**config.mk**
```make
export PLATFORM = sky130hd
export DESIGN_NAME = gait_trough_detector
export DESIGN_NICKNAME = d
export VERILOG_FILES = /design/src/gtd_pkg.sv /design/src/gait_trough_detector.sv /design/src/gtd_hpf.sv /design/src/gtd_detect.sv
export SDC_FILE = /design/constraint.sdc
export NUM_CORES = 1
export LEC_CHECK = 0
export ABC_AREA = 1
export ABC_CLOCK_PERIOD_IN_PS = 15600
export BUFFER_PORTS_ARGS = -buffer_cell sky130_fd_sc_hd__buf_2
export CORE_UTILIZATION = 45
export DETAILED_ROUTE_END_ITERATION = 16
export PLACE_DENSITY_LB_ADDON = 0.3
export SLEW_MARGIN = 5
export SYNTH_ARGS = -nofsm -noshare
export SYNTH_HDL_FRONTEND = slang
export SYNTH_SLANG_ARGS = --single-unit
```
**constraint.sdc**
```tcl
create_clock -name clk -period 15.6 [get_ports clk]
set_input_delay 1.56 -clock clk [delete_from_list [all_inputs] [get_ports clk]]
set_output_delay 1.56 -clock clk [all_outputs]
set_load 0.02 [all_outputs]
```
**src/gtd_pkg.sv**
```systemverilog
// Package for the gait trough detector: widths, register codes, reset values,
// the divide-by-ten reciprocal and the structs passed between modules.
// No dependencies.
`default_nettype none

package gtd_pkg;

	localparam int unsigned SAMPLE_W = 16;
	localparam int unsigned HP_W     = 17;
	localparam int unsigned LEVEL_W  = 17;
	localparam int unsigned MARGIN_W = 17;
	localparam int unsigned TICKS_W  = 10;
	localparam int unsigned CFG_W    = 17;
	localparam int unsigned CFG_IDX_W = 2;

	// register indexes on the config port
	localparam logic [CFG_IDX_W-1:0] CFG_TROUGH_LEVEL   = 2'd0;
	localparam logic [CFG_IDX_W-1:0] CFG_RELEASE_MARGIN = 2'd1;
	localparam logic [CFG_IDX_W-1:0] CFG_TIMEOUT_TICKS  = 2'd2;

	localparam logic signed [LEVEL_W-1:0] TROUGH_LEVEL_RST   = -17'sd500;
	localparam logic [MARGIN_W-1:0]       RELEASE_MARGIN_RST = 17'd1000;
	localparam logic [TICKS_W-1:0]        TIMEOUT_TICKS_RST  = 10'd10;

	// floor(a/10) == (a * DIV10_RECIP) >> DIV10_SHIFT, exact for a < 699050
	localparam int unsigned   MAG_W       = 19;
	localparam logic [18:0]   DIV10_RECIP = 19'd419431;
	localparam int unsigned   DIV10_SHIFT = 22;

	typedef struct packed {
		logic signed [LEVEL_W-1:0] trough_level;
		logic [MARGIN_W-1:0]       release_margin;
		logic [TICKS_W-1:0]        timeout_ticks;
	} cfg_t;

	typedef struct packed {
		logic led_on;
		logic fire_ev;
		logic rel_ev;
		logic to_ev;
	} evt_t;

endpackage

`default_nettype wire

```
**src/gait_trough_detector.sv**
```systemverilog
// Gait trough detector top level: config registers, input register, result register.
// An item accepted into the input register moves on to the result register and the outputs
// once that register is free. Throughput: one item per cycle while the result register is
// free; the baseline/hp/detect logic between the registers is the one loop that sets it.
// Reset (arst_n low, asynchronous): pipeline empty, baseline and history zero, detector
// armed, LED off, timer idle, config registers back to -500 / 1000 / 10.
// Depends on gtd_pkg, gtd_hpf, gtd_detect.
`default_nettype none

module gait_trough_detector (
	input  wire logic                                  clk,
	input  wire logic                                  arst_n,
	// config write port
	input  wire logic                                  cfg_wr_en,
	input  wire logic [gtd_pkg::CFG_IDX_W-1:0]         cfg_index,
	input  wire logic [gtd_pkg::CFG_W-1:0]             cfg_data,
	// input item channel
	input  wire logic                                  in_valid,
	output logic                                       in_stall,
	input  wire logic signed [gtd_pkg::SAMPLE_W-1:0]   sample,
	// result item channel
	output logic                                       out_valid,
	input  wire logic                                  out_stall,
	output logic signed [gtd_pkg::HP_W-1:0]            hp_value,
	output logic                                       led_on,
	output logic                                       fire_event,
	output logic                                       release_event,
	output logic                                       timeout_event
);

	gtd_pkg::cfg_t cfg_q;

	// input register
	logic                                valid_s1;
	logic signed [gtd_pkg::SAMPLE_W-1:0] sample_s1;

	// result register
	logic                                out_valid_q;
	logic signed [gtd_pkg::HP_W-1:0]     hp_q;
	gtd_pkg::evt_t                       evt_q;

	logic                                out_free;
	logic                                step_en;
	logic                                in_take;
	logic signed [gtd_pkg::HP_W-1:0]     hp;
	gtd_pkg::evt_t                       evt;

	// config writes; unknown indexes are dropped
	always_ff @(posedge clk or negedge arst_n) begin
		if (!arst_n) begin
			cfg_q.trough_level   <= gtd_pkg::TROUGH_LEVEL_RST;
			cfg_q.release_margin <= gtd_pkg::RELEASE_MARGIN_RST;
			cfg_q.timeout_ticks  <= gtd_pkg::TIMEOUT_TICKS_RST;
		end else if (cfg_wr_en) begin
			case (cfg_index)
				gtd_pkg::CFG_TROUGH_LEVEL: begin
					cfg_q.trough_level <= $signed(cfg_data[gtd_pkg::LEVEL_W-1:0]);
				end
				gtd_pkg::CFG_RELEASE_MARGIN: begin
					cfg_q.release_margin <= cfg_data[gtd_pkg::MARGIN_W-1:0];
				end
				gtd_pkg::CFG_TIMEOUT_TICKS: begin
					cfg_q.timeout_ticks <= cfg_data[gtd_pkg::TICKS_W-1:0];
				end
				default: begin
				end
			endcase
		end
	end

	// Handshake: the result register frees when empty or taken; the stage-1 item moves
	// into it in that case, and stage 1 takes a new item whenever it empties or moves.
	assign out_free = !out_valid_q || !out_stall;
	assign step_en  = valid_s1 && out_free;
	assign in_stall = valid_s1 && !out_free;
	assign in_take  = in_valid && !in_stall;

	always_ff @(posedge clk or negedge arst_n) begin
		if (!arst_n) begin
			valid_s1 <= 1'b0;
		end else if (in_take) begin
			valid_s1 <= 1'b1;
		end else if (step_en) begin
			valid_s1 <= 1'b0;
		end
	end

	always_ff @(posedge clk) begin
		if (in_take) begin
			sample_s1 <= sample;
		end
	end

	// baseline tracking and high-pass value; state advances only when an item moves
	gtd_hpf u_hpf (
		.clk     (clk),
		.arst_n  (arst_n),
		.step_en (step_en),
		.sample  (sample_s1),
		.hp      (hp)
	);

	// timer, fire and release decisions
	gtd_detect u_detect (
		.clk     (clk),
		.arst_n  (arst_n),
		.step_en (step_en),
		.hp      (hp),
		.cfg     (cfg_q),
		.evt     (evt)
	);

	always_ff @(posedge clk or negedge arst_n) begin
		if (!arst_n) begin
			out_valid_q <= 1'b0;
		end else if (out_free) begin
			out_valid_q <= valid_s1;
		end
	end

	always_ff @(posedge clk) begin
		if (step_en) begin
			hp_q  <= hp;
			evt_q <= evt;
		end
	end

	assign out_valid     = out_valid_q;
	assign hp_value      = hp_q;
	assign led_on        = evt_q.led_on;
	assign fire_event    = evt_q.fire_ev;
	assign release_event = evt_q.rel_ev;
	assign timeout_event = evt_q.to_ev;

	// a release always leaves the LED dark
	a_rel_led_off: assert property (@(posedge clk) disable iff (!arst_n)
		out_valid && release_event |-> !led_on)
		else $error("release item with LED lit");

	// a fire not cancelled on the same item lights the LED
	a_fire_led_on: assert property (@(posedge clk) disable iff (!arst_n)
		out_valid && fire_event && !release_event |-> led_on)
		else $error("fire item with LED dark");

	// an expiry with no new fire leaves the LED dark
	a_to_led_off: assert property (@(posedge clk) disable iff (!arst_n)
		out_valid && timeout_event && !fire_event |-> !led_on)
		else $error("timeout item with LED lit");

	// stall only while stage 1 holds an item that cannot move on
	a_stall_cause: assert property (@(posedge clk) disable iff (!arst_n)
		in_stall |-> valid_s1 && out_valid && out_stall)
		else $error("input stalled without a blocked item");

endmodule

`default_nettype wire

```
**src/gtd_hpf.sv**
```systemverilog
// High-pass front end: baseline <- trunc((9*baseline + sample)/10), hp = sample - baseline.
// Depends on gtd_pkg.
`default_nettype none

module gtd_hpf (
	input  wire logic                                  clk,
	input  wire logic                                  arst_n,
	input  wire logic                                  step_en,
	input  wire logic signed [gtd_pkg::SAMPLE_W-1:0]   sample,
	output logic signed [gtd_pkg::HP_W-1:0]            hp
);

	logic signed [gtd_pkg::SAMPLE_W-1:0] baseline_q;
	logic signed [19:0]                  base_ext;
	logic signed [19:0]                  acc;
	logic signed [19:0]                  acc_neg;
	logic [gtd_pkg::MAG_W-1:0]           mag;
	logic [37:0]                         prod;
	logic [15:0]                         quot;
	logic [16:0]                         base_next17;
	logic signed [gtd_pkg::SAMPLE_W-1:0] base_next;

	always_comb begin
		base_ext    = {{4{baseline_q[15]}}, baseline_q};
		acc         = (base_ext <<< 3) + base_ext + {{4{sample[15]}}, sample};
		acc_neg     = -acc;
		// |acc| <= 327680, fits 19 bits
		mag         = acc[19] ? acc_neg[gtd_pkg::MAG_W-1:0] : acc[gtd_pkg::MAG_W-1:0];
		prod        = 38'(mag) * 38'(gtd_pkg::DIV10_RECIP);
		quot        = prod[gtd_pkg::DIV10_SHIFT +: 16];
		// truncation toward zero: divide the magnitude, then restore the sign
		base_next17 = acc[19] ? (17'd0 - {1'b0, quot}) : {1'b0, quot};
		base_next   = base_next17[15:0];
		hp          = {sample[15], sample} - {base_next[15], base_next};
	end

	always_ff @(posedge clk or negedge arst_n) begin
		if (!arst_n) begin
			baseline_q <= '0;
		end else if (step_en) begin
			baseline_q <= base_next;
		end
	end

endmodule

`default_nettype wire

```
**src/gtd_detect.sv**
```systemverilog
// Trough detection state: arm/fire/release flags, LED, reference and timeout timer.
// Depends on gtd_pkg.
`default_nettype none

module gtd_detect (
	input  wire logic                               clk,
	input  wire logic                               arst_n,
	input  wire logic                               step_en,
	input  wire logic signed [gtd_pkg::HP_W-1:0]    hp,
	input  wire gtd_pkg::cfg_t                      cfg,
	output gtd_pkg::evt_t                           evt
);

	logic                                armed_q;
	logic                                fired_q;
	logic                                led_q;
	logic signed [gtd_pkg::HP_W-1:0]     prev_hp_q;
	logic signed [gtd_pkg::HP_W-1:0]     fire_ref_q;
	logic [gtd_pkg::TICKS_W-1:0]         timer_q;

	logic                                armed_d;
	logic                                fired_d;
	logic                                led_d;
	logic signed [gtd_pkg::HP_W-1:0]     fire_ref_d;
	logic [gtd_pkg::TICKS_W-1:0]         timer_d;
	logic                                fire;
	logic                                rel;
	logic                                to;
	logic signed [18:0]                  rel_thresh;

	always_comb begin
		armed_d    = armed_q;
		fired_d    = fired_q;
		led_d      = led_q;
		fire_ref_d = fire_ref_q;
		timer_d    = timer_q;
		to         = 1'b0;

		// timer runs first
		if (timer_q != '0) begin
			timer_d = timer_q - 1'b1;
			if (timer_d == '0) begin
				to      = 1'b1;
				led_d   = 1'b0;
				armed_d = 1'b1;
			end
		end

		fire = armed_d && (hp > prev_hp_q) && (hp < cfg.trough_level);
		if (fire) begin
			led_d      = 1'b1;
			armed_d    = 1'b0;
			fired_d    = 1'b1;
			fire_ref_d = prev_hp_q;
			timer_d    = cfg.timeout_ticks;
		end

		// release checks the reference just stored, if any
		rel_thresh = {{2{fire_ref_d[16]}}, fire_ref_d} + $signed({2'b00, cfg.release_margin});
		rel = fired_d && ($signed({{2{hp[16]}}, hp}) > rel_thresh);
		if (rel) begin
			led_d   = 1'b0;
			fired_d = 1'b0;
			armed_d = 1'b1;
			timer_d = '0;
		end

		evt.led_on  = led_d;
		evt.fire_ev = fire;
		evt.rel_ev  = rel;
		evt.to_ev   = to;
	end

	always_ff @(posedge clk or negedge arst_n) begin
		if (!arst_n) begin
			armed_q    <= 1'b1;
			fired_q    <= 1'b0;
			led_q      <= 1'b0;
			prev_hp_q  <= '0;
			fire_ref_q <= '0;
			timer_q    <= '0;
		end else if (step_en) begin
			armed_q    <= armed_d;
			fired_q    <= fired_d;
			led_q      <= led_d;
			prev_hp_q  <= hp;
			fire_ref_q <= fire_ref_d;
			timer_q    <= timer_d;
		end
	end

endmodule

`default_nettype wire

```
After elaboration in Yosys (flattened, before gate mapping):

Index checks and enable logic that the tools add are counted.

* add/sub/neg operators: 7
* multipliers: 1
* $lt $le $gt $ge: 3
* equal/unequal tests: 2
* mux-type cells: 19
* reductions and logical operators: 20

Operators with widths (count)
* $mul 19x19->38 const B: 1
* $mux 10: 3
* $add 19x16->20: 1
* $add 20x20->20: 1
* $add 17x18->19: 1
* $gt 17x19->1: 1
* $mux 19: 1
* $neg 19->19: 1
* $gt 17x17->1: 1
* $lt 17x17->1: 1
* $mux 17: 1
* $sub 16x16->17: 1
* $mux 16: 1
* $sub 1x16->16 const A: 1
* $mux 1: 13
* $logic_not 10->1: 1
* $reduce_bool 10->1: 1
* $sub 10x1->10 const B: 1
* $reduce_and 2->1: 4
* $logic_and 1x1->1: 6
* $logic_not 1->1: 4
* $reduce_bool 3->1: 1
* $eq 2x1->1 const B: 1
* $eq 2x2->1 const B: 1
* other kinds (3): 3

* register bits after elaboration: 146
* input port bits: 40
* output and inout port bits: 23
* logic and storage cells: 70

Logic depth before layout (Yosys ltp):

* depth in word-level cells: 17
* depth in mapped cells: 106
* mapped depth without buffers: 104

By module:

Synthesis repeated with hierarchy kept, for this count alone.

* cell total of the unflattened synthesis: 2357
* area, all modules: 18620.4 um2

By module, submodules not included
* gtd_hpf: times used 1, cells each 1450, area each 10887.9 um2, seq. area each 400.4 um2
* gtd_detect: times used 1, cells each 662, area each 4679.5 um2, seq. area each 1177.4 um2
* gait_trough_detector: times used 1, cells each 245, area each 3052.9 um2, seq. area each 2284.7 um2

Worst setup path before layout:

Ideal clock, no wire load.

* path type: register -> register
* start: reg sample_s1[3] (netlist name)
* end: reg u_detect.timer_q[1] (netlist name)
* library setup time: 0.123 ns
* arrival time: 14.478 ns
* data required time: 15.477 ns
* slack: 0.999 ns
* stages on the path, launching flop included: 94
* buffers on the path: 2
* period minus slack after synthesis: 14.601 ns
* path through: edfxtp_1 inv_1 fa_1 inv_1 ha_1 a21oi_1 nand2_1 or2_2 nand2_1 inv_1 nor3_1 nand3_1 nor2_1 nand2_1 nor3_1 nand3_1 nand2_1 nand2_1 [... 58 more ...] a21oi_1 o21ai_0 xor2_1 ha_1 nand2_1 nor2_1 a211oi_1 nand2_1 a21oi_1 nor2_1 nor2_1 xnor2_1 nor2_1 o21ai_1 inv_2 o21ai_2 buf_6 o21ai_2

* cells in the longest elaborated chain, start to end: 16
* elaborated cells on any way between the ends: 20
* those cells by class: add/sub (5); mul (1); order compare (3); mux (6); reduce/logical (5)

Ends and longest elaborated chain
* from (decl): RTL line gait_trough_detector.sv:35 `logic signed [gtd_pkg::SAMPLE_W-1:0] sample_s1;`
* from (signal assigned): RTL line gait_trough_detector.sv:90 `sample_s1 <= sample;`
* $add 20x20->20 (*): RTL line gtd_hpf.sv:25 `acc = (base_ext <<< 3) + base_ext + {{4{sample[15]}}, sample};`
* $neg 19->19: RTL line gtd_hpf.sv:26 `acc_neg = -acc;`
* $mux 19: RTL line gtd_hpf.sv:28 `mag = acc[19] ? acc_neg[gtd_pkg::MAG_W-1:0] : acc[gtd_pkg::MAG_W-1:0];`
* $mul 19x19->38: RTL line gtd_hpf.sv:29 `prod = 38'(mag) * 38'(gtd_pkg::DIV10_RECIP);`
* $sub 1x16->16: RTL line gtd_hpf.sv:32 `base_next17 = acc[19] ? (17'd0 - {1'b0, quot}) : {1'b0, quot};`
* $mux 16 (*): RTL line gtd_hpf.sv:32
* via u_hpf.base_next17[1]: RTL line gtd_hpf.sv:20 `logic [16:0] base_next17;`
* $sub 16x16->17 (*): RTL line gtd_hpf.sv:34 `hp = {sample[15], sample} - {base_next[15], base_next};`
* via hp (one bit): RTL line gait_trough_detector.sv:45 `logic signed [gtd_pkg::HP_W-1:0] hp;`
* [... 3 more ...]
* $mux 17 (*): RTL line gtd_detect.sv:50 `if (fire) begin`
* via u_detect.fire_ref_d (one bit): RTL line gtd_detect.sv:24 `logic signed [gtd_pkg::HP_W-1:0] fire_ref_d;`
* $add 17x18->19 (*): RTL line gtd_detect.sv:59 `rel_thresh = {{2{fire_ref_d[16]}}, fire_ref_d} + $signed({2'b00, cfg.release_margin});`
* $gt 17x19->1 (*): RTL line gtd_detect.sv:60 `rel = fired_d && ($signed({{2{hp[16]}}, hp}) > rel_thresh);`
* $logic_and 1x1->1 (*): RTL line gtd_detect.sv:60
* via u_detect.rel: RTL line gtd_detect.sv:27 `logic rel;`
* $reduce_bool 3->1 (no line)
* $reduce_and 2->1 (no line)
* to (signal assigned): RTL line gtd_detect.sv:88 `timer_q <= timer_d;`
* to (decl): RTL line gtd_detect.sv:19 `logic [gtd_pkg::TICKS_W-1:0] timer_q;`

Mark *: on every way through the listed nets, which the timed path passes. The rest lies on a longest branch.
A chain may end at the register's enable or synchronous reset.

Final worst setup path:

* start: reg u_hpf.baseline_q[1] (netlist name)
* end: reg u_detect.timer_q[5] (netlist name)

* cells in the longest elaborated chain, start to end: 17
* elaborated cells on any way between the ends: 21
* those cells by class: add/sub (6); mul (1); order compare (3); mux (6); reduce/logical (5)

Ends and longest elaborated chain
* from (decl): RTL line gtd_hpf.sv:13 `logic signed [gtd_pkg::SAMPLE_W-1:0] baseline_q;`
* from (signal assigned): RTL line gtd_hpf.sv:41 `baseline_q <= base_next;`
* $add 19x16->20 (*): RTL line gtd_hpf.sv:25
* $add 20x20->20 (*): RTL line gtd_hpf.sv:25
* $neg 19->19: RTL line gtd_hpf.sv:26
* $mux 19: RTL line gtd_hpf.sv:28
* $mul 19x19->38: RTL line gtd_hpf.sv:29
* $sub 1x16->16: RTL line gtd_hpf.sv:32
* $mux 16 (*): RTL line gtd_hpf.sv:32
* $sub 16x16->17 (*): RTL line gtd_hpf.sv:34
* via hp (one bit): RTL line gait_trough_detector.sv:45
* [... 3 more ...]
* $mux 17 (*): RTL line gtd_detect.sv:50
* via u_detect.fire_ref_d (one bit): RTL line gtd_detect.sv:24
* $add 17x18->19 (*): RTL line gtd_detect.sv:59
* $gt 17x19->1 (*): RTL line gtd_detect.sv:60
* $logic_and 1x1->1 (*): RTL line gtd_detect.sv:60
* via u_detect.rel: RTL line gtd_detect.sv:27
* $reduce_bool 3->1 (no line)
* $reduce_and 2->1 (no line)

Marks and branches as above.

==> flow_metrics.tcl <==
set metrics [dict create \
    ant_nets 0 \
    dpl_cell_area_um2 20980 \
    synth_compound_area_share_pct 9.284 \
    ff2ff_setup_slack_ns 0.31 \
    drc 0 \
    cts_buffers 17 \
    clock-sinks 146 \
    setup-violations-final 0 \
    cpPeakStageDelay_ns 0.57 \
    port_buffers 62 \
    synth_top_family_by_area "adder cells" \
    synth_cells 2338 \
    grt_max_degree 76 \
    viasPerCell 5.088 \
    rows 73 \
    outcome "completed" \
    relSlewSlack_pct 24.32 \
    tightest_slew_ns 1.132 \
    core-area_um2 40100 \
    grt_overflow_total 0 \
    synth_seq_area_share_pct 20.96 \
    drt_pass1_iterations 5 \
    cts.clk_slew.worst_paths_ns 0.07 \
    synth.area.top_cells "ha_1, fa_1, dfrtp_1, inv_1, nand2_1" \
    ys_types 59 \
    cts_tree "done" \
    ff2ff_path_depth 80 \
    fp.dieH_um 204.3 \
    synth-xor-area-share_pct 4.129 \
    setup_tns_ns 0 \
    fin_util_pct 60.38 \
    wire_per_inst_um 16.63 \
    ctsHtreeMaxLevel 4 \
    synthArstFlopShare_pct 74.66 \
    synthMuxAreaShare_pct 0 \
    grt_pass1_wl_mm 82.71 \
    syn_to_final_growth_pct 31.41 \
    crit_slowest_cell "a2111oi_0" \
    final_cell_area_um2 24210 \
    ys_ff_latch 146 \
    synth_edf_count 37 \
    critPathRequiredTime_ns 15.98 \
    initialDrtViolationCount 1136 \
    end_kind "flop" \
    yosys.area_share.simple_pct 18.79 \
    grtUsageTotal_pct 25.40 \
    totalWireLength_mm 53.92 \
    worstHoldPathType "reg2reg" \
    grt_pass1_vias 16120 \
    ios 63 \
    worstHoldPathCells 2 \
    clock_tree.root_cell "clkbuf_16" \
    start_util_pct 45.95 \
    min_period_ns 15.29 \
    critPathKind "reg2reg" \
    syn_avg_cell_area_um2 7.880 \
    maxCapViolCount 0 \
    vias 16500 \
    antenna_found_initial 2 \
    hold_viol_final 0 \
    synthAdderAreaFrac_pct 34.51 \
    cpLargestDelayFamily "adder cells" \
    nNetsFinal 3161 \
    drive_gt1_share_pct 29.63 \
    startpoint_type "flop" \
    netlist_area_um2 18420 \
    yosysWarnings 0 \
    clock_skew_ns 0.01820 \
    rsz0062_at_grt "yes" \
    finalCritPeriodShare_pct 98.00 \
    hpwl_mm 42.49 \
    ys.flop_type "dfrtp_1" \
    synth_nets 2795 \
    cp.buffers_inverters 19 \
    fmax_mhz 65.41 \
    crit_fanout 8 \
    synth_largest_area_cell "ha_1" \
    gp_congestion 0.9549 \
    clk_path_buf_depth 2 \
    reg2reg_to "u_detect.timer_q[5]" \
    worst_hold_startpoint "u_detect.prev_hp_q[1]" \
    die_area_um2 41750 \
    synth_top_cell_area_share_pct 18.00 \
    crit_arrival_ns 15.67 \
    hold_end "u_detect.prev_hp_q[1]" \
    ctsHoldBuffers 0 \
    fp.dieW_um 204.3 \
    slew_violations 0 \
    timing.rr.start "u_hpf.baseline_q[1]" \
    insertion_delay_ns 0.45 \
]
## worst min-delay path, delay by kind of cell, from the launching register on
family / cells / cell delay [ns]
flops: 1 / 0.34
compound gates: 1 / 0.06
simple gates: 1 / 0.05
## Yosys cell counts (2+ instances only)
cell type / instances
nand2_2: 23
inv_1: 554
nor3_1: 18
dfstp_2: 19
or2_2: 5
edfxtp_1: 37
nor3_2: 4
a31oi_1: 7
o31ai_1: 2
xnor2_1: 23
nand4_1: 22
o21ai_2: 14
a2111oi_0: 2
o21a_1: 2
buf_1: 2
o21ai_1: 12
and2_1: 6
o211ai_1: 15
inv_2: 9
nor2_1: 93
nor2_4: 2
dfrtp_1: 90
xor2_1: 62
nor2_2: 7
buf_6: 4
a21oi_1: 92
a21o_1: 5
ha_1: 265
fa_1: 152
nand2_1: 502
nand3_1: 84
o21ai_0: 126
buf_2: 8
a211oi_1: 2
nand3b_1: 5
clkbuf_1: 17
nor4_1: 4
nand3_2: 11
o21bai_1: 11
## state kept, by name, indices dropped and copies added (netlist names)
signal               count
led_on                   1
hp_value                17
fire_event               1
sample_s1               16
u_hpf.baseline_q        16
timeout_event            1
cfg_q                   44
u_detect.fired_q         1
release_event            1
u_detect.armed_q         1
u_detect.fire_ref_q     17
u_detect.prev_hp_q      17
u_detect.led_q           1
u_detect.timer_q        10
out_valid                1
valid_s1                 1
## cell families after synthesis
group,Yosys count
AND/OR/NAND/NOR,794
buffers and inverters,594
adder cells (fa/ha/maj),417
AO/OA/AOI/OAI,301
flip-flops,146
XOR/XNOR,86
## layer usage
layer  vias to the layer above  track usage (%)  routed length (um)
li1                       8033                -                   -
met4                         2            6.610                1132
met2                       431            43.56               26700
met3                        66            3.125                2507
met1                      7968            33.68               23570
met5                         -                0                   8
## metrics by stage
| stage | hold slack, ns | setup WS (ns) | instances |
|---|---|---|---|
| after floorplan | 0.4493 | 0.9991 | 2338 |
| after global placement | 0.4658 | -0.3176 | 3124 |
| after detailed placement | 0.4727 | -0.6496 | 3124 |
| after CTS | 0.4907 | 0.02724 | 3172 |
| after global routing | 0.5164 | -0.5774 | 3242 |
| final | 0.4852 | 0.3117 | 3243 |
## layout by cell type (no fill, tap or decap), types with 16 or more instances in the layout
cell / netlist / layout
inv_2: 9 / 35
nand3_1: 84 / 70
buf_2: 8 / 61
edfxtp_1: 37 / 37
dfstp_2: 19 / 19
nor2_4: 2 / 23
o21ai_0: 126 / 97
ha_1: 265 / 205
nand3_2: 11 / 23
ha_4: 0 / 52
dfrtp_1: 90 / 89
o21ai_2: 14 / 30
xor2_1: 62 / 46
xnor2_1: 23 / 16
a21oi_2: 1 / 25
buf_4: 0 / 298
inv_1: 554 / 525
nand4_1: 22 / 22
nand2_1: 502 / 448
nor2_1: 93 / 67
o21ai_1: 12 / 19
nand2_2: 23 / 62
fa_1: 152 / 144
clkbuf_16: 0 / 19
a21oi_1: 92 / 63
## area by class of cell
class / count / area [um^2]
sequential: 146 / 3864
timing repair buffer: 375 / 2789
fill: 3356 / 15890
inverter: 563 / 2125
clock inverter: 15 / 146.4
clock buffer: 17 / 425.4
tap: 525 / 656.9
antenna: 1 / 2.502
multi-input combinational: 1601 / 14200
## worst max-delay path by stage
stage	start	to	slack (ns)	cells past startpoint
finish	u_hpf.baseline_q[1]	u_detect.timer_q[5]	0.31	80
global route	sample_s1[3]	u_detect.timer_q[3]	-0.58	93
CTS	sample_s1[3]	u_detect.timer_q[9]	0.03	95
detailed placement	sample_s1[3]	u_detect.timer_q[5]	-0.65	86
global placement	sample_s1[3]	u_detect.timer_q[5]	-0.32	86
floorplan	sample_s1[3]	u_detect.timer_q[1]	1.0	93
## what timing repair did
item,CTS,global route
gates resized for setup,55,361
pin swaps,13,183
buffers inserted,12,68
endpoints found under the setup margin,15,15
cloned,4,2
Power is not shown: default switching activity piles up to over one toggle a cycle in this logic, so the estimate is an artifact.
